File: config.mk
export PLATFORM = sky130hd
export DESIGN_NAME = chdsq_div
export DESIGN_NICKNAME = d
export VERILOG_FILES = /design/src/hdl/chdsq_div.sv
export SDC_FILE = /design/constraint.sdc
export NUM_CORES = 1
export LEC_CHECK = 0
export ABC_AREA = 0
export BUFFER_PORTS_ARGS = -buffer_cell sky130_fd_sc_hd__buf_2
export CELL_PAD_IN_SITES_DETAIL_PLACEMENT = 0
export CELL_PAD_IN_SITES_GLOBAL_PLACEMENT = 2
export CORE_UTILIZATION = 35
export CTS_CLUSTER_SIZE = 40
export DETAILED_ROUTE_END_ITERATION = 10
export GPL_ROUTABILITY_DRIVEN = 0
export PLACE_DENSITY = 0.82
export SETUP_SLACK_MARGIN = 0.4
export SLEW_MARGIN = 30
export SYNTH_ARGS = -nofsm -noshare
export SYNTH_HDL_FRONTEND = slang
export SYNTH_SLANG_ARGS = --single-unit
File: constraint.sdc
create_clock -name clock -period 3.29 [get_ports clock]
set_clock_uncertainty 0.05 [all_clocks]
set_input_delay 0.658 -clock clock [delete_from_list [all_inputs] [get_ports clock]]
set_output_delay 0.658 -clock clock [all_outputs]
set_load 0.02 [all_outputs]
File: src/hdl/chdsq_div.sv
// Restoring divider, one quotient bit per cycle.
module chdsq_div (
   input  logic        clock,
   input  logic        reset,
   input  logic        start,
   input  logic [31:0] dividend,
   input  logic [23:0] divisor,
   output logic        done,
   output logic [31:0] quotient
);
   logic [24:0] rem_ff, rem_in;
   logic [31:0] quo_ff, quo_in;
   logic [23:0] dvs_ff;
   logic [5:0]  cnt_ff, cnt_in;
   logic        busy_ff, busy_in;
   logic        done_ff, done_in;
   logic [24:0] trial;

   always_comb begin
      trial = {rem_ff[23:0], quo_ff[31]};
      rem_in = rem_ff;
      quo_in = quo_ff;
      cnt_in = cnt_ff;
      busy_in = busy_ff;
      done_in = 1'b0;
      if (start) begin
         rem_in = '0;
         quo_in = dividend;
         cnt_in = '0;
         busy_in = 1'b1;
      end else if (busy_ff) begin
         if (trial >= {1'b0, dvs_ff}) begin
            rem_in = trial - {1'b0, dvs_ff};
            quo_in = {quo_ff[30:0], 1'b1};
         end else begin
            rem_in = trial;
            quo_in = {quo_ff[30:0], 1'b0};
         end
         cnt_in = cnt_ff + 6'd1;
         if (cnt_ff == 6'd31) begin
            busy_in = 1'b0;
            done_in = 1'b1;
         end
      end
   end

   always_ff @(posedge clock) begin
      if (reset) begin
         busy_ff <= 1'b0;
         done_ff <= 1'b0;
         cnt_ff <= '0;
      end else begin
         busy_ff <= busy_in;
         done_ff <= done_in;
         cnt_ff <= cnt_in;
      end
      rem_ff <= rem_in;
      quo_ff <= quo_in;
      if (start) dvs_ff <= divisor;
   end

   assign done = done_ff;
   assign quotient = quo_ff;
endmodule

[Word-level counts from Yosys, hierarchy flattened]
Index checks and enable logic that the tools add are counted.
W data, S select, Z words.
Operators by class
  reductions and logical operators: 3
  shift-type cells: 0
  muxes and demuxes: 8
  order comparisons: 1
  bitwise logic cells: 1
  eq/ne operators: 1
  div/mod/pow operators: 0
  add/subtract/negate cells: 2
  multiply operators: 0
Operator list (count)
  $mux W32: 2
  $ge A25 B24 Y1: 1
  $mux W24: 1
  $sub A24 B24 Y24: 1
  $add A6 B1 Y6 const B: 1
  $eq A6 B5 Y1 const B: 1
  $mux W1: 5
  $reduce_or A3 Y1: 1
  $reduce_bool A2 Y1: 1
  $reduce_or A2 Y1: 1
  $not A1 Y1: 1
Storage, ports and cells
  latch bits: 0
  bits in registers: 88
  bits of input ports: 59
  memory bits (read-only): 0
  memories kept: 0
  bits in writable memories: 0

[Logic depth before layout (Yosys ltp)]
Gate-level depths: netlist of run 1.
  word-level depth: 4
  mapped depth: 12

[Worst setup path before layout of run 1]
OpenSTA, ideal clock, no wires.
  path kind: register to register
  start: reg quo_ff[31] (netlist: quotient[31])
  end: reg rem_ff[22]
  path buffers: 0
  cell stages (with the launch flop): 12
  slack: 0.577 ns
  arrival time: 2.575 ns
  clock period less this slack: 2.713 ns
  cells stage by stage: edfxtp_1 > inv_1 > ha_1 > fa_1 > nor2b_1 > o31a_1 > o31ai_1 > a21o_1 > a311oi_1 > or3_1 > a31o_1 > a311oi_2
On the way
  longest elaborated chain between the ends: 2
  elaborated cells on any way between the ends: 3
Ends and longest elaborated chain
  start, declared: line 12  | logic [31:0] quo_ff, quo_in;
  start signal, assigned: line 58  | quo_ff <= quo_in;
  $sub A24 B24 Y24 / $ge A25 B24 Y1 (equally long branches): line 33, 32
  $mux W24 *: line 32  | if (trial >= {1'b0, dvs_ff}) begin
  end signal, assigned: line 57  | rem_ff <= rem_in;
  end, declared: line 11  | logic [24:0] rem_ff, rem_in;
Every way passes the cells marked *; elsewhere a longest branch is shown, timed or not.
A chain may end at the register's enable or synchronous reset.

[Worst setup path after layout of run 1]
  start: reg dvs_ff[0]
  end: reg rem_ff[22]
On the way
  longest elaborated chain between the ends: 2
  elaborated cells on any way between the ends: 3
Ends and longest elaborated chain
  start, declared: line 13  | logic [23:0] dvs_ff;
  start signal, assigned: line 59  | if (start) dvs_ff <= divisor;
  $sub A24 B24 Y24 / $ge A25 B24 Y1 (equally long branches): line 33, 32
  $mux W24 *: line 32
Marked as above.

==> run summary, run 1 <==
die width: 120 µm
core area: 0.0135 mm²
mux share of post-synthesis cell area: 7.78%
largest family of logic cells by synthesized area: compound AO/OA/AOI/OAI gates
layout cell share with drive strength beyond 1: 34.4%
Worst EP arrival: 3.06 ns
register area share after synthesis: 47.5%
post-synthesis register bit count: 88
largest net degree at the start of global routing: 52
first-pass GRT wire length: 19100 µm
Max FO, Critical Path: 4
max-cap viol count: 0
final std cells w/o fill: 763
Post-Synth Simple-Gate Area: 14.2%
post-synthesis area per instance: 10.3 µm²
fmax: 352 MHz
TritonCTS clock tree: yes
Post-Syn Instances: 477
synthesized area: 0.00489 mm²
Synth Area in Compound Gates: 16.1%
DR WL/cell: 15.7 µm
total track usage: 17.1%
Worst Setup Path Type: flip-flop to flip-flop
crit share post-route: 86.4%
Synth cell types: 56
Critical-path top delay cell: edfxtp_1
dpl hpwl: 8310 µm
total CTS buffers: 9
Starting Density: 36.4%
run status: finished clean
Final min period: 2.84 ns
cell row count: 42
Top delay family on crit path: compound AO/OA/AOI/OAI gates
Post-Route Setup TNS: 0 ns
First DRT Iteration DRCs: 162
FILL cells: 1331
crit end category: flip-flop
maximum vdd ir drop: 0.241 mV
Bufs on Longest Clock Path: 2
I/O Buffers: 91
synth cell count leaders: edfxtp_1, nand2_1, inv_1, nor2_1
io pins: 92
grt total ovfl: 0
XOR/XNOR share of the synthesized area: 2.69%
Synth async-reset ratio: 0%
Yosys warnings: 0
vias in the first global route: 3887
Layout Area Growth over Synthesis: 25.3%
Initial DRT Pass Iterations: 4
CP cell instances: ha_4 -> fa_2 -> nor2b_2 -> o31a_1 -> o31ai_4 -> a21o_1 -> a311oi_4 -> o21ai_1 -> a31o_1 -> a311oi_2
TritonCTS sink count: 88
final hold viol count: 0
CP peak stage delay: 0.45 ns
final setup vio count: 0
Skew-Pair Late Insertion Delay: 0.35 ns
Least-Margin Pin Slew: 0.581 ns
top cells by area, synth: edfxtp_1, dfxtp_1, mux2_2
clk slew on worst S/H paths: 0.07 ns
hold slack: 0.414 ns
CTS Hold Bufs: 0
final WL: 12000 µm
dpl cells: 735
# diodes: 0
H-tree levels: 3
Worst Setup Start Kind: flip-flop
RSZ-0062 raised after global routing: true
Worst EP required: 3.50 ns
die area: 0.0145 mm²
antenna viol nets, final: 0
Post-Synth Adder-Cell Area: 6.80%
Max-slew headroom: 61.0%
Primary FF master, synth: edfxtp_1
detailed-route vias per instance: 5.13
Slew Limit Fails: 0
Pwr Density: 515 mW/mm²
count leader, synth: edfxtp_1
initial antenna violation count: 0
Post-synth EDFFs: 56
Pleak: 2.50 nW
DRC Markers: 0
CTS root buf: clkbuf_16
nets: 667
area leader, netlist: edfxtp_1
Hold Path Class: flip-flop to flip-flop
Final Power: 0.00316 W
Buffers & Inverters on Critical Path: 0
die height: 120 µm
share of the synthesized area in the top cell type: 34.4%
Synth Net Count: 562
Vias: 3916
-- metal layers --
layer | up-vias | share of wire (%) | GRT usage (%)
met5 | - | 0 | 0
met4 | 0 | 0.94 | 5.56
met3 | 9 | 3.4 | 4.06
met2 | 57 | 48 | 27.8
met1 | 1891 | 47 | 22.3
li1 | 1959 | - | -
-- where the power goes --
group	leakage [nW]	switching (W)	internal, W	total (W)
clock network	0.130	0.000458	0.000519	0.000976
logic	1.55	0.000482	0.000356	0.000838
registers	0.820	0.0000558	0.00129	0.00134
-- cell families after synthesis --
logic type               count (synthesis)
AO/OA/AOI/OAI                          104
adder cells (fa/ha/maj)                 26
multiplexers                            34
buffers and inverters                   61
AND/OR/NAND/NOR                        149
flip-flops                              88
XOR/XNOR                                15
-- final timing paths --
| path | from | slack (ns) | depth (start not counted) | endpoint |
|---|---|---|---|---|
| setup / recovery | dvs_ff[0] | 0.45 | 10 | rem_ff[22] |
| hold / removal | cnt_ff[5] | 0.41 | 1 | done |
| hold reg to reg | cnt_ff[5] | 0.41 | 1 | done |
| setup reg to reg | dvs_ff[0] | 0.45 | 10 | rem_ff[22] |
-- area by class of cell --
type / instances / area, µm² / share of cell area (%)
Multi-Input combinational cell: 329 / 2510 / 41.0
Tap cell: 176 / 220 / 3.59
Clock inverter: 7 / 53.8 / 0.878
Timing Repair Buffer: 113 / 639 / 10.4
Sequential cell: 88 / 2320 / 37.9
Inverter: 41 / 154 / 2.51
Clock buffer: 9 / 225 / 3.67
-- through the flow --
stage,setup WS [ns],util [%],cell area [µm²]
final,0.448,45.6,6130
after global routing,0.328,45.6,6130
after CTS,0.369,43.8,5890
after detailed placement,0.111,41.4,5570
after global placement,0.208,41.4,5570
after floorplan,0.577,-,4890
-- timing repair --
action / in CTS / in global routing
pin swaps: 2 / 16
setup endpoints to repair: 25 / 25
setup buffers: 3 / 8
gates resized for setup: 6 / 32
cloned: 0 / 1
-- state kept, by name (all words and copies together) (netlist names) --
signal	flops
quotient	32
dvs_ff	24
rem_ff	24
cnt_ff	6
busy_ff	1
done	1
-- cells in the final DEF (no fill, tap or decap), types with 9 or more instances in the layout --
cell,n
buf_2,90
edfxtp_1,56
nand2_1,48
inv_1,39
nor2_1,39
mux2_2,32
dfxtp_1,32
ha_1,21
buf_4,21
a21oi_1,17
a311oi_1,16
nand3_1,15
o21ai_0,15
xnor2_1,9
clkbuf_16,9
No activity file was read; power rests on OpenSTA's default activity.
==> run 2, diff against run 1 <==
--- a/config.mk
+++ b/config.mk
@@ -9,6 +9,7 @@
 export BUFFER_PORTS_ARGS = -buffer_cell sky130_fd_sc_hd__buf_2
 export CELL_PAD_IN_SITES_DETAIL_PLACEMENT = 0
 export CELL_PAD_IN_SITES_GLOBAL_PLACEMENT = 2
+export CORE_ASPECT_RATIO = 2
 export CORE_UTILIZATION = 35
 export CTS_CLUSTER_SIZE = 40
 export DETAILED_ROUTE_END_ITERATION = 10
==> run summary, run 2 (same netlist as run 1, synthesis figures left out) <==
run status: finished clean
Hold Crit Start: cnt_ff[5]
switching fraction of total power: 30.9% (-0.60 points)
CP peak stage delay: 0.42 ns (-0.03 ns)
Final Power: 0.00330 W (+4.4%)
Max FO, Critical Path: 4 (unchanged)
fmax: 357 MHz (+1.4%)
vias in the first global route: 4194 (+7.9%)
Bufs on Longest Clock Path: 2 (unchanged)
Critical-path top delay cell: edfxtp_1
combinational power share: 27.0% (+0.4 points)
final WL: 12700 µm (+6.2%)
initial antenna violation count: 0 (unchanged)
commonest non-fill, non-tap cell in the layout: buf_2
crit end category: flip-flop
RSZ-0062 raised after global routing: false
First DRT Iteration DRCs: 142 (-12%)
TritonCTS clock tree: yes
Pleak: 2.54 nW (+1.4%)
final hold viol count: 0 (unchanged)
Layout Area Growth over Synthesis: 27.2%
DRC Markers: 0 (unchanged)
TritonCTS sink count: 88 (unchanged)
final setup vio count: 0 (unchanged)
largest net degree at the start of global routing: 54 (+3.8%)
dpl cells: 709 (-3.5%)
I/O Buffers: 91 (unchanged)
Initial DRT Pass Iterations: 4 (unchanged)
die height: 169 µm (+41%)
dpl hpwl: 8700 µm (+4.7%)
CTS root buf: clkbuf_16
crit share post-route: 85.2% (-1.2 points)
clock share of power: 32.2% (+1.3 points)
CP cell instances: inv_2 -> ha_4 -> fa_2 -> nor2b_2 -> o31a_1 -> o31ai_4 -> a21o_1 -> a311oi_4 -> or3_1 -> a31o_1 -> a311oi_2
Worst EP required: 3.50 ns (about the same)
CTS Hold Bufs: 0 (unchanged)
Post-Route Setup TNS: 0 ns (unchanged)
total track usage: 17.8% (+0.78 points)
most frequent cells in the layout: buf_2, edfxtp_1, nand2_1
total CTS buffers: 9 (unchanged)
Worst Setup Start Kind: flip-flop
Hold Path Class: flip-flop to flip-flop
cell row count: 60 (+43%)
final std cells w/o fill: 744 (-2.5%)
die width: 85.6 µm (-29%)
Pwr Density: 530 mW/mm² (+2.9%)
origin of the critical flop-to-flop path: quotient[31]
Skew-Pair Late Insertion Delay: 0.34 ns (about the same)
maximum vdd ir drop: 0.315 mV (+30%)
first-pass GRT wire length: 20100 µm (+5.4%)
crit path launch: quotient[31]
die area: 0.0145 mm² (+0.20%)
Least-Margin Pin Slew: 0.662 ns (+0.0806 ns)
grt total ovfl: 0 (unchanged)
layout cell share with drive strength beyond 1: 35.7% (+1.2 points)
clk slew on worst S/H paths: 0.07 ns (about the same)
# diodes: 0 (unchanged)
internal power: 0.00228 W (+5.3%)
Slew Limit Fails: 0 (unchanged)
io pins: 92 (unchanged)
Final min period: 2.80 ns (-0.0396 ns)
core area: 0.0135 mm² (+0.45%)
max-cap viol count: 0 (unchanged)
Max-slew headroom: 55.9% (-5.1 points)
max FFs per register: 32 (unchanged)
DR WL/cell: 17.1 µm (+8.9%)
H-tree levels: 3 (unchanged)
antenna viol nets, final: 0 (unchanged)
Sequential Power Share: 40.8% (-1.7 points)
nets: 669 (+0.30%)
Worst EP arrival: 3.01 ns (-0.05 ns)
Worst Setup Path Type: flip-flop to flip-flop
Vias: 4024 (+2.8%)
detailed-route vias per instance: 5.41 (+5.4%)
Starting Density: 36.2% (-0.16 points)
Sw Pwr: 0.00102 W (+2.5%)
run 2: cell types whose count changed in the layout (fill, tap and decap cells not counted), moves of 2 or more:
cell and change:
inv_2 +4, buf_4 -2, buf_12 +2, inv_1 -4, ha_1 -4, inv_6 -3
ha_4 +3, inv_8 +2
run 2: worst paths after layout:
check / end / slack (ns) / cells after the start
setup / recovery: rem_ff[22] / 0.49 / 11
hold / removal: done / 0.42 / 1
hold reg to reg: done / 0.42 / 1
setup reg to reg: rem_ff[22] / 0.49 / 11
run 2: per-layer routing:
metal	wire length [µm]	GRT usage [%]	vias up
met1	4680	18.3	1914
li1	-	-	1964
met3	512	3.21	32
met4	534	9.49	0
met2	6990	33.5	114
met5	0	0	-
run 2: through the flow:
stage               area, µm²  util [%]  hold slack, ns  worst slack [ns]
floorplan                4890         -           0.374             0.577
global placement         5510      40.8           0.400             0.246
detailed placement       5510      40.8           0.401             0.188
CTS                      5930      43.9           0.421             0.358
global route             6220      46.0           0.427             0.392
finish                   6220      46.0           0.422             0.488
run 2: final cells by class:
| cell class | count | area [µm²] |
|---|---|---|
| clock buffer | 10 | 229 |
| tap | 155 | 194 |
| sequential | 88 | 2320 |
| multi-input combinational | 329 | 2550 |
| fill | 1302 | 7290 |
| clock inverter | 6 | 77.6 |
| inverter | 41 | 154 |
| timing repair buffer | 115 | 694 |
run 2: what timing repair did:
item	4_1_cts	5_1_grt
gates resized for setup	7	39
buffers inserted	6	11
pin swaps	4	20
endpoints found under the setup margin	23	25
gates cloned	1	1
run 2: critical path: cells and delay by family (launching register included):
family / cells / cell delay [ns]
AOI/OAI and AO/OA: 6 / 1.42
DFF: 1 / 0.42
and+or+nand+nor: 2 / 0.39
adders and majority gates: 2 / 0.35
buffers and inverters: 1 / 0.09
run 2: power groups by stage:
stage,Clock [W],Sequential (W),Combinational (W)
6_report,0.00106,0.00134,0.000891
5_1_grt,0.00114,0.00136,0.000977
4_1_cts,0.00110,0.00134,0.000796
3_5_place_dp,0,0.00136,0.000751
2_1_floorplan,0,0.00141,0.000485
3_3_place_gp,0,0.00136,0.000743
==> run 3, diff against run 2 <==
--- a/config.mk
+++ b/config.mk
@@ -14,7 +14,7 @@
 export CTS_CLUSTER_SIZE = 40
 export DETAILED_ROUTE_END_ITERATION = 10
 export GPL_ROUTABILITY_DRIVEN = 0
-export PLACE_DENSITY = 0.82
+export PLACE_DENSITY = 0.77
 export SETUP_SLACK_MARGIN = 0.4
 export SLEW_MARGIN = 30
 export SYNTH_ARGS = -nofsm -noshare
==> constraint.sdc (replaced) <==
create_clock -name clock -period 3 [get_ports clock]
set_clock_uncertainty 0.05 [all_clocks]
set_input_delay 0.6 -clock clock [delete_from_list [all_inputs] [get_ports clock]]
set_output_delay 0.6 -clock clock [all_outputs]
set_load 0.02 [all_outputs]
==> run summary, run 3 (same netlist as run 1, synthesis figures left out) <==
TritonCTS clock tree: yes
Worst EP required: 3.19 ns (-0.31 ns)
cell row count: 60 (unchanged)
Final Power: 0.00379 W (+15%)
Finished Core Util: 48.9% (+2.9 points)
crit share post-route: 89.8% (+4.7 points)
H-tree levels: 3 (unchanged)
largest net degree at the start of global routing: 54 (unchanged)
die area: 0.0145 mm² (unchanged)
Hold Path Class: input port to flip-flop
Vias: 4104 (+2.0%)
core area: 0.0135 mm² (unchanged)
final hold viol count: 0 (unchanged)
Max-slew headroom: 61.9% (+6.0 points)
I/O Buffers: 91 (unchanged)
Final min period: 2.70 ns (-0.107 ns)
Starting Density: 36.2% (unchanged)
Initial DRT Pass Iterations: 4 (unchanged)
vias in the first global route: 4239 (+1.1%)
Worst Setup Path Type: flip-flop to flip-flop
maximum vdd ir drop: 0.360 mV (+14%)
Layout Area Growth over Synthesis: 35.2%
layout cell share with drive strength beyond 1: 42.0% (+6.3 points)
FILL cells: 1293 (-0.69%)
# diodes: 0 (unchanged)
DR WL/cell: 16.8 µm (-1.6%)
crit end category: flip-flop
total track usage: 18.4% (+0.55 points)
hold path depth: 2 (+1)
most frequent cells in the layout: buf_2, edfxtp_1, nand2_1
nets: 697 (+4.2%)
First DRT Iteration DRCs: 133 (-6.3%)
grt total ovfl: 0 (unchanged)
Pleak: 2.69 nW (+6.2%)
Hold Crit Start: reset
die width: 85.6 µm (unchanged)
Hold Path End: busy_ff
CTS Hold Bufs: 0 (unchanged)
run status: finished clean
detailed-route vias per instance: 5.32 (-1.7%)
Skew-Pair Late Insertion Delay: 0.34 ns (about the same)
reg2reg path depth: 12 (+1)
clk slew on worst S/H paths: 0.07 ns (about the same)
Least-Margin Pin Slew: 0.572 ns (-0.0895 ns)
TritonCTS sink count: 88 (unchanged)
final WL: 13000 µm (+2.1%)
Slew Limit Fails: 0 (unchanged)
Worst Setup Start Kind: flip-flop
die height: 169 µm (unchanged)
fmax: 371 MHz (+4.0%)
dpl hpwl: 8920 µm (+2.5%)
commonest non-fill, non-tap cell in the layout: buf_2
io pins: 92 (unchanged)
max FFs per register: 32 (unchanged)
first-pass GRT wire length: 20600 µm (+2.5%)
DRC Markers: 0 (unchanged)
r2r endpoint: rem_ff[7]
Max FO, Critical Path: 5 (+1)
setup slack, reg-to-reg: 0.30 ns (-0.18 ns)
initial antenna violation count: 0 (unchanged)
antenna viol nets, final: 0 (unchanged)
Worst EP arrival: 2.88 ns (-0.13 ns)
CTS root buf: clkbuf_16
Pwr Density: 573 mW/mm² (+8.1%)
origin of the critical flop-to-flop path: dvs_ff[8]
max-cap viol count: 0 (unchanged)
RSZ-0062 raised after global routing: true
total CTS buffers: 9 (unchanged)
final setup vio count: 0 (unchanged)
Bufs on Longest Clock Path: 2 (unchanged)
[run 3: layout make-up]
class | count | area (µm²) | share of cell area [%]
clock buffer | 11 | 254 | 3.84
clock inverter | 5 | 62.6 | 0.946
inverter | 41 | 154 | 2.33
multi-input combinational | 330 | 2710 | 41.0
sequential | 88 | 2320 | 35.1
tap | 155 | 194 | 2.93
timing repair buffer | 142 | 913 | 13.8
[run 3: per-layer routing]
layer | track usage [%] | share of wire [%] | routed length (µm) | vias to the layer above
met5 | 0 | 0 | 0 | -
met4 | 8.04 | 2.8 | 364 | 0
met3 | 3.60 | 3.6 | 468 | 19
met2 | 35.5 | 56 | 7290 | 102
met1 | 18.6 | 37 | 4870 | 1965
li1 | - | - | - | 2018
[run 3: per-stage QoR]
stage,TNS (ns),worst slack (ns),instances,area [µm²],hold slack (ns)
global route,0,0.180,772,6610,0.363
global placement,0,0.0285,733,5710,0.409
floorplan,0,0.341,477,4900,0.374
CTS,0,0.234,765,6450,0.368
detailed placement,-0.0555,-0.0535,733,5710,0.412
finish,0,0.305,772,6610,0.378
[run 3: critical path, cell delays in order, from the launching register on]
cell and delay, ns:
edfxtp_1 0.37, inv_2 0.08, ha_4 0.21, a21oi_2 0.15
o21ai_2 0.08, or3_4 0.35, o211ai_4 0.24, o2111ai_4 0.17
buf_6 0.17, a21oi_4 0.18, buf_6 0.16, nand2_1 0.06
a311oi_1 0.29
[run 3: power breakdown]
group	switching, W	internal (W)
Clock	0.000505	0.000704
Sequential	0.0000651	0.00141
Combinational	0.000595	0.000506
Total	0.00117	0.00262
[run 3: repair_timing]
item,4_1_cts,5_1_grt
gates cloned,2,0
setup endpoints to repair,25,25
pin swaps,33,26
setup buffers,14,7
gates resized for setup,59,20
[run 3: worst max path at each step]
stage | endpoint | start | slack (ns)
detailed placement | rem_ff[0] | dvs_ff[8] | -0.05
CTS | rem_ff[22] | quotient[31] | 0.23
finish | rem_ff[7] | dvs_ff[8] | 0.30
global route | rem_ff[22] | quotient[31] | 0.18
floorplan | rem_ff[22] | quotient[31] | 0.34
global placement | rem_ff[22] | quotient[31] | 0.03
